**config.mk**
```make
export PLATFORM = sky130hd
export DESIGN_NAME = i2c_register_read_master
export DESIGN_NICKNAME = d
export VERILOG_FILES = /design/src/i2c_rrm_pkg.sv /design/src/i2c_register_read_master.sv /design/src/i2c_rrm_core.sv /design/src/i2c_rrm_skid.sv
export SDC_FILE = /design/constraint.sdc
export NUM_CORES = 1
export LEC_CHECK = 0
export BUFFER_PORTS_ARGS = -buffer_cell sky130_fd_sc_hd__buf_2
export CORE_ASPECT_RATIO = 0.9
export CORE_MARGIN = 5
export CORE_UTILIZATION = 31
export DETAILED_ROUTE_END_ITERATION = 6
export PLACE_DENSITY = 0.59
export SETUP_SLACK_MARGIN = 0.3
export SYNTH_ARGS = -nofsm -noshare
export SYNTH_HDL_FRONTEND = slang
export SYNTH_SLANG_ARGS = --single-unit
```
**constraint.sdc**
```tcl
create_clock -name clk_i -period 2.2 [get_ports clk_i]
set_input_delay 0.33 -clock clk_i [delete_from_list [all_inputs] [get_ports clk_i]]
set_output_delay 0.33 -clock clk_i [all_outputs]
set_load 0.005 [all_outputs]
```
**src/i2c_rrm_pkg.sv**
```systemverilog
// Package for the I2C register-read master.
// Holds the request and result payload types and the sequence phase codes.
// Used by every module of the block; depends on nothing.
package i2c_rrm_pkg;

  localparam int unsigned BitsPerByte = 8;

  typedef enum logic [4:0] {
    PH_IDLE      = 5'd0,
    PH_START1    = 5'd1,
    PH_ADDR_W    = 5'd2,
    PH_ACK_AW    = 5'd3,
    PH_REG       = 5'd4,
    PH_ACK_REG   = 5'd5,
    PH_STOP_MID  = 5'd6,
    PH_START2    = 5'd7,
    PH_ADDR_R    = 5'd8,
    PH_ACK_AR    = 5'd9,
    PH_RX        = 5'd10,
    PH_MACK      = 5'd11,
    PH_STOP_FIN  = 5'd12,
    PH_STOP_END  = 5'd13
  } phase_e;

  typedef enum logic [1:0] {
    ST_OK       = 2'd0,
    ST_ADDR_NAK = 2'd1,
    ST_REG_NAK  = 2'd2,
    ST_RADR_NAK = 2'd3
  } status_e;

  typedef enum logic {
    KIND_CMD  = 1'b0,
    KIND_TICK = 1'b1
  } kind_e;

  typedef struct packed {
    logic       kind;
    logic [7:0] device_address;
    logic [7:0] register_number;
    logic [7:0] byte_count;
    logic       sda_sample;
  } req_t;

  typedef struct packed {
    logic       scl_pull_low;
    logic       sda_pull_low;
    logic       byte_valid;
    logic [7:0] read_byte;
    logic       done_res;
    logic [1:0] status;
    logic       busy_res;
  } res_t;

endpackage

```
**src/i2c_register_read_master.sv**
```systemverilog
// I2C register-read master: every request (command or tick) yields one result.
// A request's result is registered: in the result register, or in the skid stage on a stall.
// Throughput: one request per cycle; a result stall closes the input only once the
// skid stage holds a result. Reset: asynchronous, active low; the sequencer returns
// to idle, pins released, and no result is pending.
module i2c_register_read_master #(
  parameter int unsigned MAX_READ_LENGTH = 255
) (
  input  logic               clk_i,
  input  logic               rst_ni,
  input  logic               in_valid_i,
  output logic               in_stall_o,
  input  i2c_rrm_pkg::req_t  in_data_i,
  output logic               out_valid_o,
  input  logic               out_stall_i,
  output i2c_rrm_pkg::res_t  out_data_o
);

  i2c_rrm_pkg::res_t step_res;
  logic              step;

  assign step = in_valid_i && !in_stall_o;

  i2c_rrm_core #(
    .MAX_READ_LENGTH(MAX_READ_LENGTH)
  ) u_core (
    .clk_i  (clk_i),
    .rst_ni (rst_ni),
    .step_i (step),
    .req_i  (in_data_i),
    .res_o  (step_res)
  );

  i2c_rrm_skid u_skid (
    .clk_i        (clk_i),
    .rst_ni       (rst_ni),
    .push_valid_i (in_valid_i),
    .push_stall_o (in_stall_o),
    .push_data_i  (step_res),
    .out_valid_o  (out_valid_o),
    .out_stall_i  (out_stall_i),
    .out_data_o   (out_data_o)
  );

endmodule

```
**src/i2c_rrm_core.sv**
```systemverilog
// Sequencer of the I2C register-read master: state registers and the
// combinational step that turns one request into one result.
// Depends on i2c_rrm_pkg.
module i2c_rrm_core #(
  parameter int unsigned MAX_READ_LENGTH = 255
) (
  input  logic               clk_i,
  input  logic               rst_ni,
  input  logic               step_i,
  input  i2c_rrm_pkg::req_t  req_i,
  output i2c_rrm_pkg::res_t  res_o
);

  localparam logic [7:0] MaxLen  = 8'(MAX_READ_LENGTH);
  localparam logic [2:0] LastBit = 3'(i2c_rrm_pkg::BitsPerByte - 1);

  i2c_rrm_pkg::phase_e phase_q, phase_d;
  logic       half_q, half_d;
  logic [2:0] bitpos_q, bitpos_d;
  logic [7:0] shift_q, shift_d;
  logic [7:0] remain_q, remain_d;
  logic [7:0] addr_q, addr_d;
  logic [7:0] reg_q, reg_d;
  logic [1:0] err_q, err_d;
  logic       scl_q, scl_d;
  logic       sda_q, sda_d;
  logic       valid;
  logic [7:0] rx_byte;
  logic       done;
  logic [1:0] stat;
  logic [7:0] cnt;
  logic [7:0] rx_shift;
  logic [7:0] remain_dec;

  always_ff @(posedge clk_i or negedge rst_ni) begin
    if (!rst_ni) begin
      phase_q  <= i2c_rrm_pkg::PH_IDLE;
      half_q   <= 1'b0;
      bitpos_q <= '0;
      shift_q  <= '0;
      remain_q <= '0;
      addr_q   <= '0;
      reg_q    <= '0;
      err_q    <= '0;
      scl_q    <= 1'b0;
      sda_q    <= 1'b0;
    end else if (step_i) begin
      phase_q  <= phase_d;
      half_q   <= half_d;
      bitpos_q <= bitpos_d;
      shift_q  <= shift_d;
      remain_q <= remain_d;
      addr_q   <= addr_d;
      reg_q    <= reg_d;
      err_q    <= err_d;
      scl_q    <= scl_d;
      sda_q    <= sda_d;
    end
  end

  always_comb begin
    phase_d  = phase_q;
    half_d   = half_q;
    bitpos_d = bitpos_q;
    shift_d  = shift_q;
    remain_d = remain_q;
    addr_d   = addr_q;
    reg_d    = reg_q;
    err_d    = err_q;
    scl_d    = scl_q;
    sda_d    = sda_q;
    valid    = 1'b0;
    rx_byte  = '0;
    done     = 1'b0;
    stat     = i2c_rrm_pkg::ST_OK;
    cnt      = req_i.byte_count;
    if (cnt == 8'd0) cnt = 8'd1;
    if (cnt > MaxLen) cnt = MaxLen;
    rx_shift   = {shift_q[6:0], req_i.sda_sample};
    remain_dec = (remain_q != 8'd0) ? remain_q - 8'd1 : 8'd0;

    if (req_i.kind == i2c_rrm_pkg::KIND_CMD) begin
      if (phase_q == i2c_rrm_pkg::PH_IDLE) begin
        addr_d   = req_i.device_address;
        reg_d    = req_i.register_number;
        remain_d = cnt;
        err_d    = i2c_rrm_pkg::ST_OK;
        half_d   = 1'b0;
        bitpos_d = '0;
        shift_d  = '0;
        scl_d    = 1'b0;
        sda_d    = 1'b0;
        phase_d  = i2c_rrm_pkg::PH_START1;
      end
    end else begin
      case (phase_q)
        i2c_rrm_pkg::PH_IDLE: begin
          scl_d = 1'b0;
          sda_d = 1'b0;
        end
        i2c_rrm_pkg::PH_START1, i2c_rrm_pkg::PH_START2: begin
          scl_d = 1'b0;
          if (!half_q) begin
            sda_d  = 1'b0;
            half_d = 1'b1;
          end else begin
            sda_d    = 1'b1;
            half_d   = 1'b0;
            bitpos_d = '0;
            if (phase_q == i2c_rrm_pkg::PH_START1) begin
              shift_d = addr_q;
              phase_d = i2c_rrm_pkg::PH_ADDR_W;
            end else begin
              shift_d = addr_q + 8'd1;
              phase_d = i2c_rrm_pkg::PH_ADDR_R;
            end
          end
        end
        i2c_rrm_pkg::PH_ADDR_W, i2c_rrm_pkg::PH_REG, i2c_rrm_pkg::PH_ADDR_R: begin
          scl_d = !half_q;
          sda_d = !shift_q[7];
          if (!half_q) begin
            half_d = 1'b1;
          end else begin
            half_d  = 1'b0;
            shift_d = {shift_q[6:0], 1'b0};
            if (bitpos_q == LastBit) begin
              bitpos_d = '0;
              case (phase_q)
                i2c_rrm_pkg::PH_ADDR_W: phase_d = i2c_rrm_pkg::PH_ACK_AW;
                i2c_rrm_pkg::PH_REG:    phase_d = i2c_rrm_pkg::PH_ACK_REG;
                default:                phase_d = i2c_rrm_pkg::PH_ACK_AR;
              endcase
            end else begin
              bitpos_d = bitpos_q + 3'd1;
            end
          end
        end
        i2c_rrm_pkg::PH_ACK_AW, i2c_rrm_pkg::PH_ACK_REG, i2c_rrm_pkg::PH_ACK_AR: begin
          sda_d = 1'b0;
          if (!half_q) begin
            scl_d  = 1'b1;
            half_d = 1'b1;
          end else begin
            scl_d    = 1'b0;
            half_d   = 1'b0;
            bitpos_d = '0;
            if (req_i.sda_sample) begin
              phase_d = i2c_rrm_pkg::PH_STOP_FIN;
              case (phase_q)
                i2c_rrm_pkg::PH_ACK_AW:  err_d = i2c_rrm_pkg::ST_ADDR_NAK;
                i2c_rrm_pkg::PH_ACK_REG: err_d = i2c_rrm_pkg::ST_REG_NAK;
                default:                 err_d = i2c_rrm_pkg::ST_RADR_NAK;
              endcase
            end else begin
              case (phase_q)
                i2c_rrm_pkg::PH_ACK_AW: begin
                  shift_d = reg_q;
                  phase_d = i2c_rrm_pkg::PH_REG;
                end
                i2c_rrm_pkg::PH_ACK_REG: begin
                  shift_d = '0;
                  phase_d = i2c_rrm_pkg::PH_STOP_MID;
                end
                default: begin
                  shift_d = '0;
                  phase_d = i2c_rrm_pkg::PH_RX;
                end
              endcase
            end
          end
        end
        i2c_rrm_pkg::PH_STOP_MID, i2c_rrm_pkg::PH_STOP_FIN: begin
          sda_d = 1'b1;
          if (!half_q) begin
            scl_d  = 1'b1;
            half_d = 1'b1;
          end else begin
            scl_d   = 1'b0;
            half_d  = 1'b0;
            phase_d = (phase_q == i2c_rrm_pkg::PH_STOP_MID) ? i2c_rrm_pkg::PH_START2
                                                            : i2c_rrm_pkg::PH_STOP_END;
          end
        end
        i2c_rrm_pkg::PH_RX: begin
          sda_d = 1'b0;
          if (!half_q) begin
            scl_d  = 1'b1;
            half_d = 1'b1;
          end else begin
            scl_d   = 1'b0;
            half_d  = 1'b0;
            shift_d = rx_shift;
            if (bitpos_q == LastBit) begin
              bitpos_d = '0;
              valid    = 1'b1;
              rx_byte  = rx_shift;
              phase_d  = i2c_rrm_pkg::PH_MACK;
            end else begin
              bitpos_d = bitpos_q + 3'd1;
            end
          end
        end
        i2c_rrm_pkg::PH_MACK: begin
          sda_d = (remain_q > 8'd1);
          if (!half_q) begin
            scl_d  = 1'b1;
            half_d = 1'b1;
          end else begin
            scl_d    = 1'b0;
            half_d   = 1'b0;
            remain_d = remain_dec;
            shift_d  = '0;
            phase_d  = (remain_dec != 8'd0) ? i2c_rrm_pkg::PH_RX : i2c_rrm_pkg::PH_STOP_FIN;
          end
        end
        i2c_rrm_pkg::PH_STOP_END: begin
          scl_d   = 1'b0;
          sda_d   = 1'b0;
          half_d  = 1'b0;
          done    = 1'b1;
          stat    = err_q;
          phase_d = i2c_rrm_pkg::PH_IDLE;
        end
        default: begin
          scl_d    = 1'b0;
          sda_d    = 1'b0;
          half_d   = 1'b0;
          bitpos_d = '0;
          phase_d  = i2c_rrm_pkg::PH_IDLE;
        end
      endcase
    end

    res_o.scl_pull_low = scl_d;
    res_o.sda_pull_low = sda_d;
    res_o.byte_valid   = valid;
    res_o.read_byte    = rx_byte;
    res_o.done_res     = done;
    res_o.status       = stat;
    res_o.busy_res     = (phase_d != i2c_rrm_pkg::PH_IDLE);
  end

endmodule

```
**src/i2c_rrm_skid.sv**
```systemverilog
// Result register with a skid stage for the I2C register-read master.
// Lets a new request enter while a finished result waits on a stall.
// Depends on i2c_rrm_pkg.
module i2c_rrm_skid (
  input  logic               clk_i,
  input  logic               rst_ni,
  input  logic               push_valid_i,
  output logic               push_stall_o,
  input  i2c_rrm_pkg::res_t  push_data_i,
  output logic               out_valid_o,
  input  logic               out_stall_i,
  output i2c_rrm_pkg::res_t  out_data_o
);

  logic              main_valid_q, main_valid_d;
  logic              skid_valid_q, skid_valid_d;
  i2c_rrm_pkg::res_t main_q, main_d;
  i2c_rrm_pkg::res_t skid_q, skid_d;
  logic              push;
  logic              free;

  assign push_stall_o = skid_valid_q;
  assign push         = push_valid_i && !skid_valid_q;
  assign free         = !main_valid_q || !out_stall_i;

  always_comb begin
    main_valid_d = main_valid_q;
    skid_valid_d = skid_valid_q;
    main_d       = main_q;
    skid_d       = skid_q;
    if (free) begin
      if (skid_valid_q) begin
        main_d       = skid_q;
        main_valid_d = 1'b1;
        skid_valid_d = 1'b0;
      end else if (push) begin
        main_d       = push_data_i;
        main_valid_d = 1'b1;
      end else begin
        main_valid_d = 1'b0;
      end
    end else if (push) begin
      skid_d       = push_data_i;
      skid_valid_d = 1'b1;
    end
  end

  always_ff @(posedge clk_i or negedge rst_ni) begin
    if (!rst_ni) begin
      main_valid_q <= 1'b0;
      skid_valid_q <= 1'b0;
    end else begin
      main_valid_q <= main_valid_d;
      skid_valid_q <= skid_valid_d;
    end
  end

  always_ff @(posedge clk_i) begin
    main_q <= main_d;
    skid_q <= skid_d;
  end

  assign out_valid_o = main_valid_q;
  assign out_data_o  = main_q;

  a_skid_needs_main: assert property (@(posedge clk_i) disable iff (!rst_ni)
    skid_valid_q |-> main_valid_q)
    else $error("Skid stage holds a result while the result register is empty.");

  a_skid_drains: assert property (@(posedge clk_i) disable iff (!rst_ni)
    (skid_valid_q && !out_stall_i) |=> (main_valid_q && !skid_valid_q))
    else $error("Skid stage did not move into the result register.");

  a_skid_fills: assert property (@(posedge clk_i) disable iff (!rst_ni)
    (push && main_valid_q && out_stall_i) |=> (skid_valid_q && main_valid_q))
    else $error("A request arriving under stall was not caught by the skid stage.");

  a_held_result: assert property (@(posedge clk_i) disable iff (!rst_ni)
    (main_valid_q && out_stall_i) |=> (main_valid_q && main_q == $past(main_q)))
    else $error("A stalled result changed.");

endmodule

```
# == Word level (Yosys, flattened, before mapping) ==
# Cells that the tools add are included.
# totals
register_bits,77
out_inout_bits,17
word_cells,170
# op_classes
add_sub_neg,3
magnitude_cmp,2
n_eq_ne,29
n_mux,76
n_bitwise,2
n_reduce_logical,32
# ops
op,n
2-to-1 mux 8 bit,21
2-to-1 mux 5 bit,11
case mux 8 bit (5 select lines),1
case mux 5 bit (7 select lines),1
equality test 5 x 4 -> 1 bit (second input constant),6
2-to-1 mux 15 bit,2
inequality test 3 x 2 -> 1 bit (second input constant),7
equality test 5 x 3 -> 1 bit (second input constant),4
2-to-1 mux 1 bit,18
2-to-1 mux 3 bit,6
case mux 4 bit (2 select lines),2
nonzero test 8 bit,2
2-to-1 mux 2 bit,7
OR reduction 12 bit,1
equality test 5 x 2 -> 1 bit (second input constant),2
AND reduction 5 bit,2
OR reduction 5 bit,2
case mux 3 bit (3 select lines),1
AND reduction 9 bit,1
adder 8 x 1 -> 8 bit (second input constant),1
> comparator 8 x 1 -> 1 bit (second input constant),1
> comparator 8 bit (second input constant),1
logical NOT 8 bit,1
2-to-1 mux 4 bit,2
25 further kinds,41

# == Depth between registers and ports, before layout ==
# Gate-level depths: netlist of run 1.
# depth
word_depth,10
ltp_mapped,11
depth_no_buf,8

# == Hierarchy ==
# From an unflattened synthesis of run 1, not the netlist that was laid out.
# unflattened
cells_unflattened,385
hier_area_um2,4194.0
# modules_own_cells
mod,n_inst,cells_per_inst,area_per_inst_um2,seq_area_each_um2
i2c_rrm_core,1,331,2966.6,1126.1
i2c_rrm_skid,1,53,1213.7,950.9
i2c_register_read_master,1,1,13.8,0.0

# == Least setup slack after synthesis of run 1 ==
# OpenSTA, ideal clock, no wires.
# synth_timing
path_kind,register to register
from,register u_skid.skid_valid_q (netlist: u_skid.push_stall_o)
to,"register u_skid.main_q, in the netlist u_skid.out_data_o[0], enable pin"
setup_time_ns,0.392
arrival_ns,1.789
slack_ns,0.020
stages_incl_launch_ff,5
n_path_buf,2
synth_period_minus_slack_ns,2.180
path_cell_list,dfrtp_1 -> buf_2 -> buf_1 -> nor2_1 -> a21oi_1
# synth_via
elab_chain_len,4
# synth_lines
element,line_no,rtl
from (decl),i2c_rrm_skid.sv:16,"logic skid_valid_q, skid_valid_d;"
from (signal assigned),i2c_rrm_skid.sv:54,skid_valid_q <= skid_valid_d;
logical NOT 1 bit,i2c_rrm_skid.sv:23,assign push = push_valid_i && !skid_valid_q;
logical AND 1 bit,i2c_rrm_skid.sv:23,
nonzero test 2 bit (no source line) *,--,
AND reduction 2 bit (no source line) *,--,
to (signal assigned),i2c_rrm_skid.sv:59,main_q <= main_d;
to (decl),i2c_rrm_skid.sv:17,"i2c_rrm_pkg::res_t main_q, main_d;"
# Mark *: on every way between the ends. The rest lies on a longest branch, timed or not.
# A chain may end at the register's enable or synchronous reset.

==> flow_summary.toml, run 1 <==
[status]
status = "completed"

[routing]
wire_per_inst_microns = 16.6
drt-total-wl_microns = 11400
drc = 0
drt_iter0_drc = 289
num_vias = 3607
firstDrtPassIters = 6
ant_nets = 0
viasPerCell = 5.25

[timing]
fin_hold_ws_ns = 0.201
min_period_ns = 2.06
rsz0062_at_grt = "yes"
finalClockSkew_ns = 0.0126
finalHoldViolations = 0
tns_ns = 0
period_share_pct = 93.7
drv_slew = 0
worst_slew_pin_slew_ns = 0.349
setup_viol = 0
max_clock_freq_mhz = 485
slew_headroom_pct = 76.1

[clock_tree]
cts-root-buf = "clkbuf_16"
ctsLongestPathBuffers = 2
htree_levels = 3
clock_latency_ns = 0.34
cts_buffers = 9
tritoncts = "yes"
cts.sinks = 77
clkTransAtPathRegs_ns = 0.06

[floorplan]
die_area_sq_um = 16100
fp.dieW_microns = 133
num_io_pins = 47
rows = 40
core_sq_um = 13400
initial_utilization_pct = 31.6
die_h_microns = 121

[synth]
synth_compound_area_share_pct = 15.4
synth_top_family_by_area = "simple AND/OR/NAND/NOR gates"
synth_enable_flop_cells = 30
postSynth.asyncResetShare_pct = 61.0
synth_fa_ha_area_share_pct = 2.07
yosysWarnings = 0
avgSynthCellArea_sq_um = 10.6
synthFlopType = "dfrtp_1"
ys_seq_area_share_pct = 49.1
syn_area_sq_um = 4230
synth_seq_cells = 77
synthSimpleGateAreaFrac_pct = 18.1
syn_inst = 398
synth_nets = 435
yosysUniqueCellTypes = 65
synth.mux.area_fraction_pct = 9.06
yosys.area_share.xor_xnor_pct = 1.86

[grt]
grt_max_degree = 48
grt_util_all_layers_pct = 14.2
grt_pass1_vias = 3695
antenna_found_initial = 0
grt-ovfl-total = 0
grt_pass1_wl_microns = 18700

[placed_design]
hpwl_microns = 7820
io_buffers = 46
gp_congestion = 0.854

[setup_path]
path_buf_inv = 2
cp-start-kind = "register"
slowest_stage = "dfrtp_2"
critPathMaxFanout = 5
critPathMaxStageDelay_ns = 0.41
end_kind = "register"
crit_path_cell_trace = "buf_6 > buf_6 > nand2b_4 > nor2_1 > or3_4 > o21ai_4 > nand4bb_4 > mux2_4"
critPathKind = "reg -> reg"
cp.required_ns = 2.29
crit_family = "simple AND/OR/NAND/NOR gates"
arrival_ns = 2.15
cpMostUsedCell = "buf_6"

[job]
cap_violations = 0

[final_layout]
drive_above_1_share_pct = 44.1
fillers = 1266
fin_nets = 551
diodes = 0
areaGrowthSynthToFinish_pct = 36.5

[pwr]
pwr_density_cell_nw_per_um2 = 1200
ir_drop_mv = 0.611
p_leak_nw = 2.38

[hold_path]
holdCritPathClass = "in -> reg"
[worst paths after layout]
kind	start	to	slack, ns	depth (start not counted)
setup reg to reg	u_core.phase_q[3]	u_skid.out_data_o[0]	0.14	8
max in group asynchronous	rst_ni	u_core.remain_q[0]	1.43	3
setup / recovery	u_core.phase_q[3]	u_skid.out_data_o[0]	0.14	8
min in group asynchronous	rst_ni	u_core.remain_q[1]	0.49	3
hold / removal	in_data_i[15]	u_core.reg_q[6]	0.20	2
hold reg to reg	u_core.scl_q	u_core.scl_q	0.49	2
[routing by layer]
metal,track usage [%],vias up,share of wire [%]
met3,3.29,16,6.1
li1,-,1718,-
met1,19.1,1765,46
met2,22.8,108,46
met4,4.50,0,1.5
met5,0,-,0
[per-stage QoR]
| step | area, sq um | utilization [%] | instances | power, mW | worst slack [ns] |
|---|---|---|---|---|---|
| 2_1_floorplan | 4310 | - | 398 | 3.95 | 0.232 |
| 3_3_place_gp | 4930 | 36.9 | 632 | 4.71 | 0.0536 |
| 3_5_place_dp | 4930 | 36.9 | 632 | 4.77 | 0.0457 |
| 4_1_cts | 5560 | 41.6 | 676 | 6.63 | 0.136 |
| 5_1_grt | 5770 | 43.2 | 687 | 7.38 | 0.0774 |
| 6_report | 5770 | 43.2 | 687 | 6.93 | 0.138 |
[cells in the final DEF, fill, tap and decap left out, types with 9 or more instances in the layout]
master,synthesis,final
buf_4,2,66
buf_2,11,47
dfrtp_1,47,40
edfxtp_1,30,30
nand2_1,33,27
nor2_1,21,21
a21oi_1,25,20
o21ai_1,18,20
mux2_2,22,19
o21ai_0,19,12
and2_1,12,11
mux2_1,12,11
buf_6,5,10
nand3_1,10,9
clkbuf_16,0,9
[registers in the layout (all words and copies together) (netlist names)]
signal and cells:
u_skid.out_valid_o 1, u_core.half_q 1, u_core.scl_q 1, u_core.sda_q 1, u_core.bitpos_q 3, u_skid.out_data_o 15, u_core.shift_q 8, u_core.err_q 2
u_core.remain_q 8, u_core.reg_q 8, u_skid.push_stall_o 1, u_core.phase_q 5, u_core.addr_q 8, u_skid.skid_q 15
[kinds of logic after synthesis]
logic type	Yosys count
AO/OA/AOI/OAI	103
XOR/XNOR	9
adder cells (fa/ha/maj)	7
buffers and inverters	33
flip-flops	77
multiplexers	34
AND/OR/NAND/NOR	135
[synthesized netlist by cell type, types with 8 or more instances]
cell type | count | share of area, %
dfrtp_1 | 47 | 28
mux2_2 | 22 | 5.9
o21ai_1 | 18 | 2.1
o21ai_0 | 19 | 2.2
a21oi_1 | 25 | 3.0
buf_2 | 11 | 1.3
nor3_1 | 8 | 0.95
and2_1 | 12 | 1.8
edfxtp_1 | 30 | 21
mux2_1 | 12 | 3.2
nand3_1 | 10 | 1.2
nand2_1 | 33 | 2.9
nor2_1 | 21 | 1.9
[what timing repair did]
action | in CTS | in global routing
setup buffers | 25 | 10
hold buffers | 1 | 0
pin swaps | 14 | 12
gates cloned | 2 | 1
endpoints found under the setup margin | 52 | 39
resized for setup | 36 | 41
hold endpoints to repair | 47 | 0
[worst register-to-register path: stages, from the launching register on]
cell,delay [ns]
dfrtp_2,0.41
buf_6,0.13
buf_6,0.12
nand2b_4,0.08
nor2_1,0.05
or3_4,0.40
o21ai_4,0.20
nand4bb_4,0.14
mux2_4,0.29
[power breakdown]
part           internal [mW]  switching, mW  total (mW)
clock                  0.765          0.602        1.37
combinational           1.68           1.59        3.28
sequential              1.92          0.357        2.28
total                   4.37           2.55        6.93
[final cells by class]
cell class                      count  area [sq um]  area share (%)
Tap cell                          168           210            3.64
Clock inverter                      7          50.0           0.867
Sequential cell                    77          2090            36.1
Multi-Input combinational cell    291          2290            39.6
Inverter                           10          38.8           0.672
Clock buffer                        9           225            3.90
Timing Repair Buffer              125           873            15.1
No activity file was read; power rests on OpenSTA's default activity.
==> run 2: changes to the inputs <==
SETUP_SLACK_MARGIN = unset   (was 0.3)
==> run 2 against run 1 <==
Compared with the run above: fmax is 2.1% lower; first-iteration DRC count shrank 10%; final cell count fell by 6.3%; clock power grew 17%; critical path depth is 1 lower; final area is 10% lower; die area unchanged; clock-buffer cell count is the same; largest cell class is now sequential cells.
==> flow_summary.toml, run 2 (same netlist as run 1, synthesis figures left out) <==
[setup_path]
path_buf_inv = 0
critPathMaxStageDelay_ns = 0.40
critPathMaxFanout = 3
cp.required_ns = 2.29
critPathKind = "reg -> reg"
arrival_ns = 2.19
crit_family = "compound AO/OA/AOI/OAI gates"
crit_path_cell_trace = "ha_1 > ha_2 > a31o_2 > a32o_1 > o21ai_2 > nand4bb_2 > mux2_2"
slowest_stage = "dfrtp_1"
end_kind = "register"
cp-start-kind = "register"

[routing]
dr_wl_met2_microns = 4340
ant_nets = 0
num_vias = 3323
wl_met1_microns = 4950
top_layer = "met4"
wl_met3_microns = 638
viasPerCell = 5.16
drc = 0
wire_per_inst_microns = 15.5
drt_iter0_drc = 260
drt-total-wl_microns = 10000
firstDrtPassIters = 5

[placed_design]
place_worst_setup_slack_ns = 0.0639
io_buffers = 46
place_area_sq_um = 4850
hpwl_microns = 7420
gp_congestion = 0.873

[floorplan]
fp.dieW_microns = 133
initial_utilization_pct = 31.6
core_sq_um = 13400
num_io_pins = 47
die_h_microns = 121
rows = 40
die_area_sq_um = 16100

[grt]
grt_max_degree = 48
grt_pass1_wl_microns = 17300
grt-ovfl-total = 0
grt_pass1_vias = 3397
grt_util_all_layers_pct = 13.1
antenna_found_initial = 0

[timing]
max_clock_freq_mhz = 475
min_period_ns = 2.11
finalHoldViolations = 0
tns_ns = 0
finalClockSkew_ns = 0.00787
period_share_pct = 95.7
worst_slew_pin_slew_ns = 0.620
setup_viol = 0
drv_slew = 0
rsz0062_at_grt = "no"
finalWorstSetupSlack_ns = 0.0942
fin_hold_ws_ns = 0.105
slew_headroom_pct = 58.7

[final_layout]
fin_area_sq_um = 5190
final_cell_mix = "46 x buf_2, 46 x dfrtp_1, 36 x buf_4"
drive_above_1_share_pct = 29.6
diodes = 0
fin_nets = 508
areaGrowthSynthToFinish_pct = 22.8

[pwr]
p_leak_nw = 2.13
pwr_density_cell_nw_per_um2 = 1220
ir_drop_mv = 0.529

[job]
cap_violations = 0

[clock_tree]
cts-root-buf = "clkbuf_16"
post_cts_buffers = 0
clock_latency_ns = 0.33
htree_levels = 3
cts.sinks = 77
cts_resized = 0
clkTransAtPathRegs_ns = 0.06
cts_buffers = 9
cts_hold_buf = 0
ctsLongestPathBuffers = 2
tritoncts = "yes"

[status]
status = "completed"

[hold_path]
holdCritPathClass = "in -> async"
run 2: cell types whose count changed in the layout (fill, tap and decap cells not counted), sizes merged:
cell         before  now
bufinv            0    2
clkinv            6    5
nand2b            9    8
a21o              4    3
clkinvlp          2    1
o21bai            3    2
dlygate4sd3       1    0
buf             124   85
run 2: cell type report:
class	count	area [sq um]
Inverter	10	37.5
Clock inverter	7	97.6
Sequential cell	77	2080
Clock buffer	9	225
Fill cell	1296	8170
Tap cell	168	210
Timing Repair Buffer	85	561
Multi-Input combinational cell	288	1980
run 2: layer usage:
metal / track usage [%] / vias up
met2: 19.4 / 96
met1: 19.1 / 1591
met5: 0 / -
li1: - / 1628
met4: 3.08 / 0
met3: 3.66 / 8
run 2: worst paths after layout:
check,slack (ns),start,endpoint,cells past startpoint
worst min-delay path,0.11,rst_ni,u_core.bitpos_q[2],2
worst max register to register,0.09,u_core.bitpos_q[0],u_skid.out_data_o[0],7
worst min register to register,0.50,u_core.reg_q[4],u_core.reg_q[4],1
worst max-delay path,0.09,u_core.bitpos_q[0],u_skid.out_data_o[0],7
min in group clk_i,0.21,in_data_i[9],u_core.reg_q[0],2
max in group asynchronous,1.65,rst_ni,u_core.phase_q[1],2
run 2: worst register-to-register path, delay by kind of cell, from the launching register on:
| family | cells | cell delay, ns |
|---|---|---|
| AO/OA/AOI/OAI | 3 | 0.62 |
| adder cells (fa/ha/maj) | 2 | 0.43 |
| flip-flops | 1 | 0.40 |
| multiplexers | 1 | 0.28 |
| AND/OR/NAND/NOR | 1 | 0.14 |
run 2: per-stage QoR:
| stage | instances | power (mW) | utilization, % |
|---|---|---|---|
| global route | 644 | 6.77 | 38.9 |
| finish | 644 | 6.31 | 38.9 |
| detailed placement | 628 | 4.71 | 36.3 |
| global placement | 628 | 4.65 | 36.3 |
| CTS | 644 | 6.32 | 38.7 |
| floorplan | 398 | 3.88 | - |
run 2: power breakdown:
group	total (mW)	internal (mW)	switching (mW)
combinational	2.43	1.16	1.27
clock	1.60	0.997	0.603
sequential	2.28	1.92	0.368
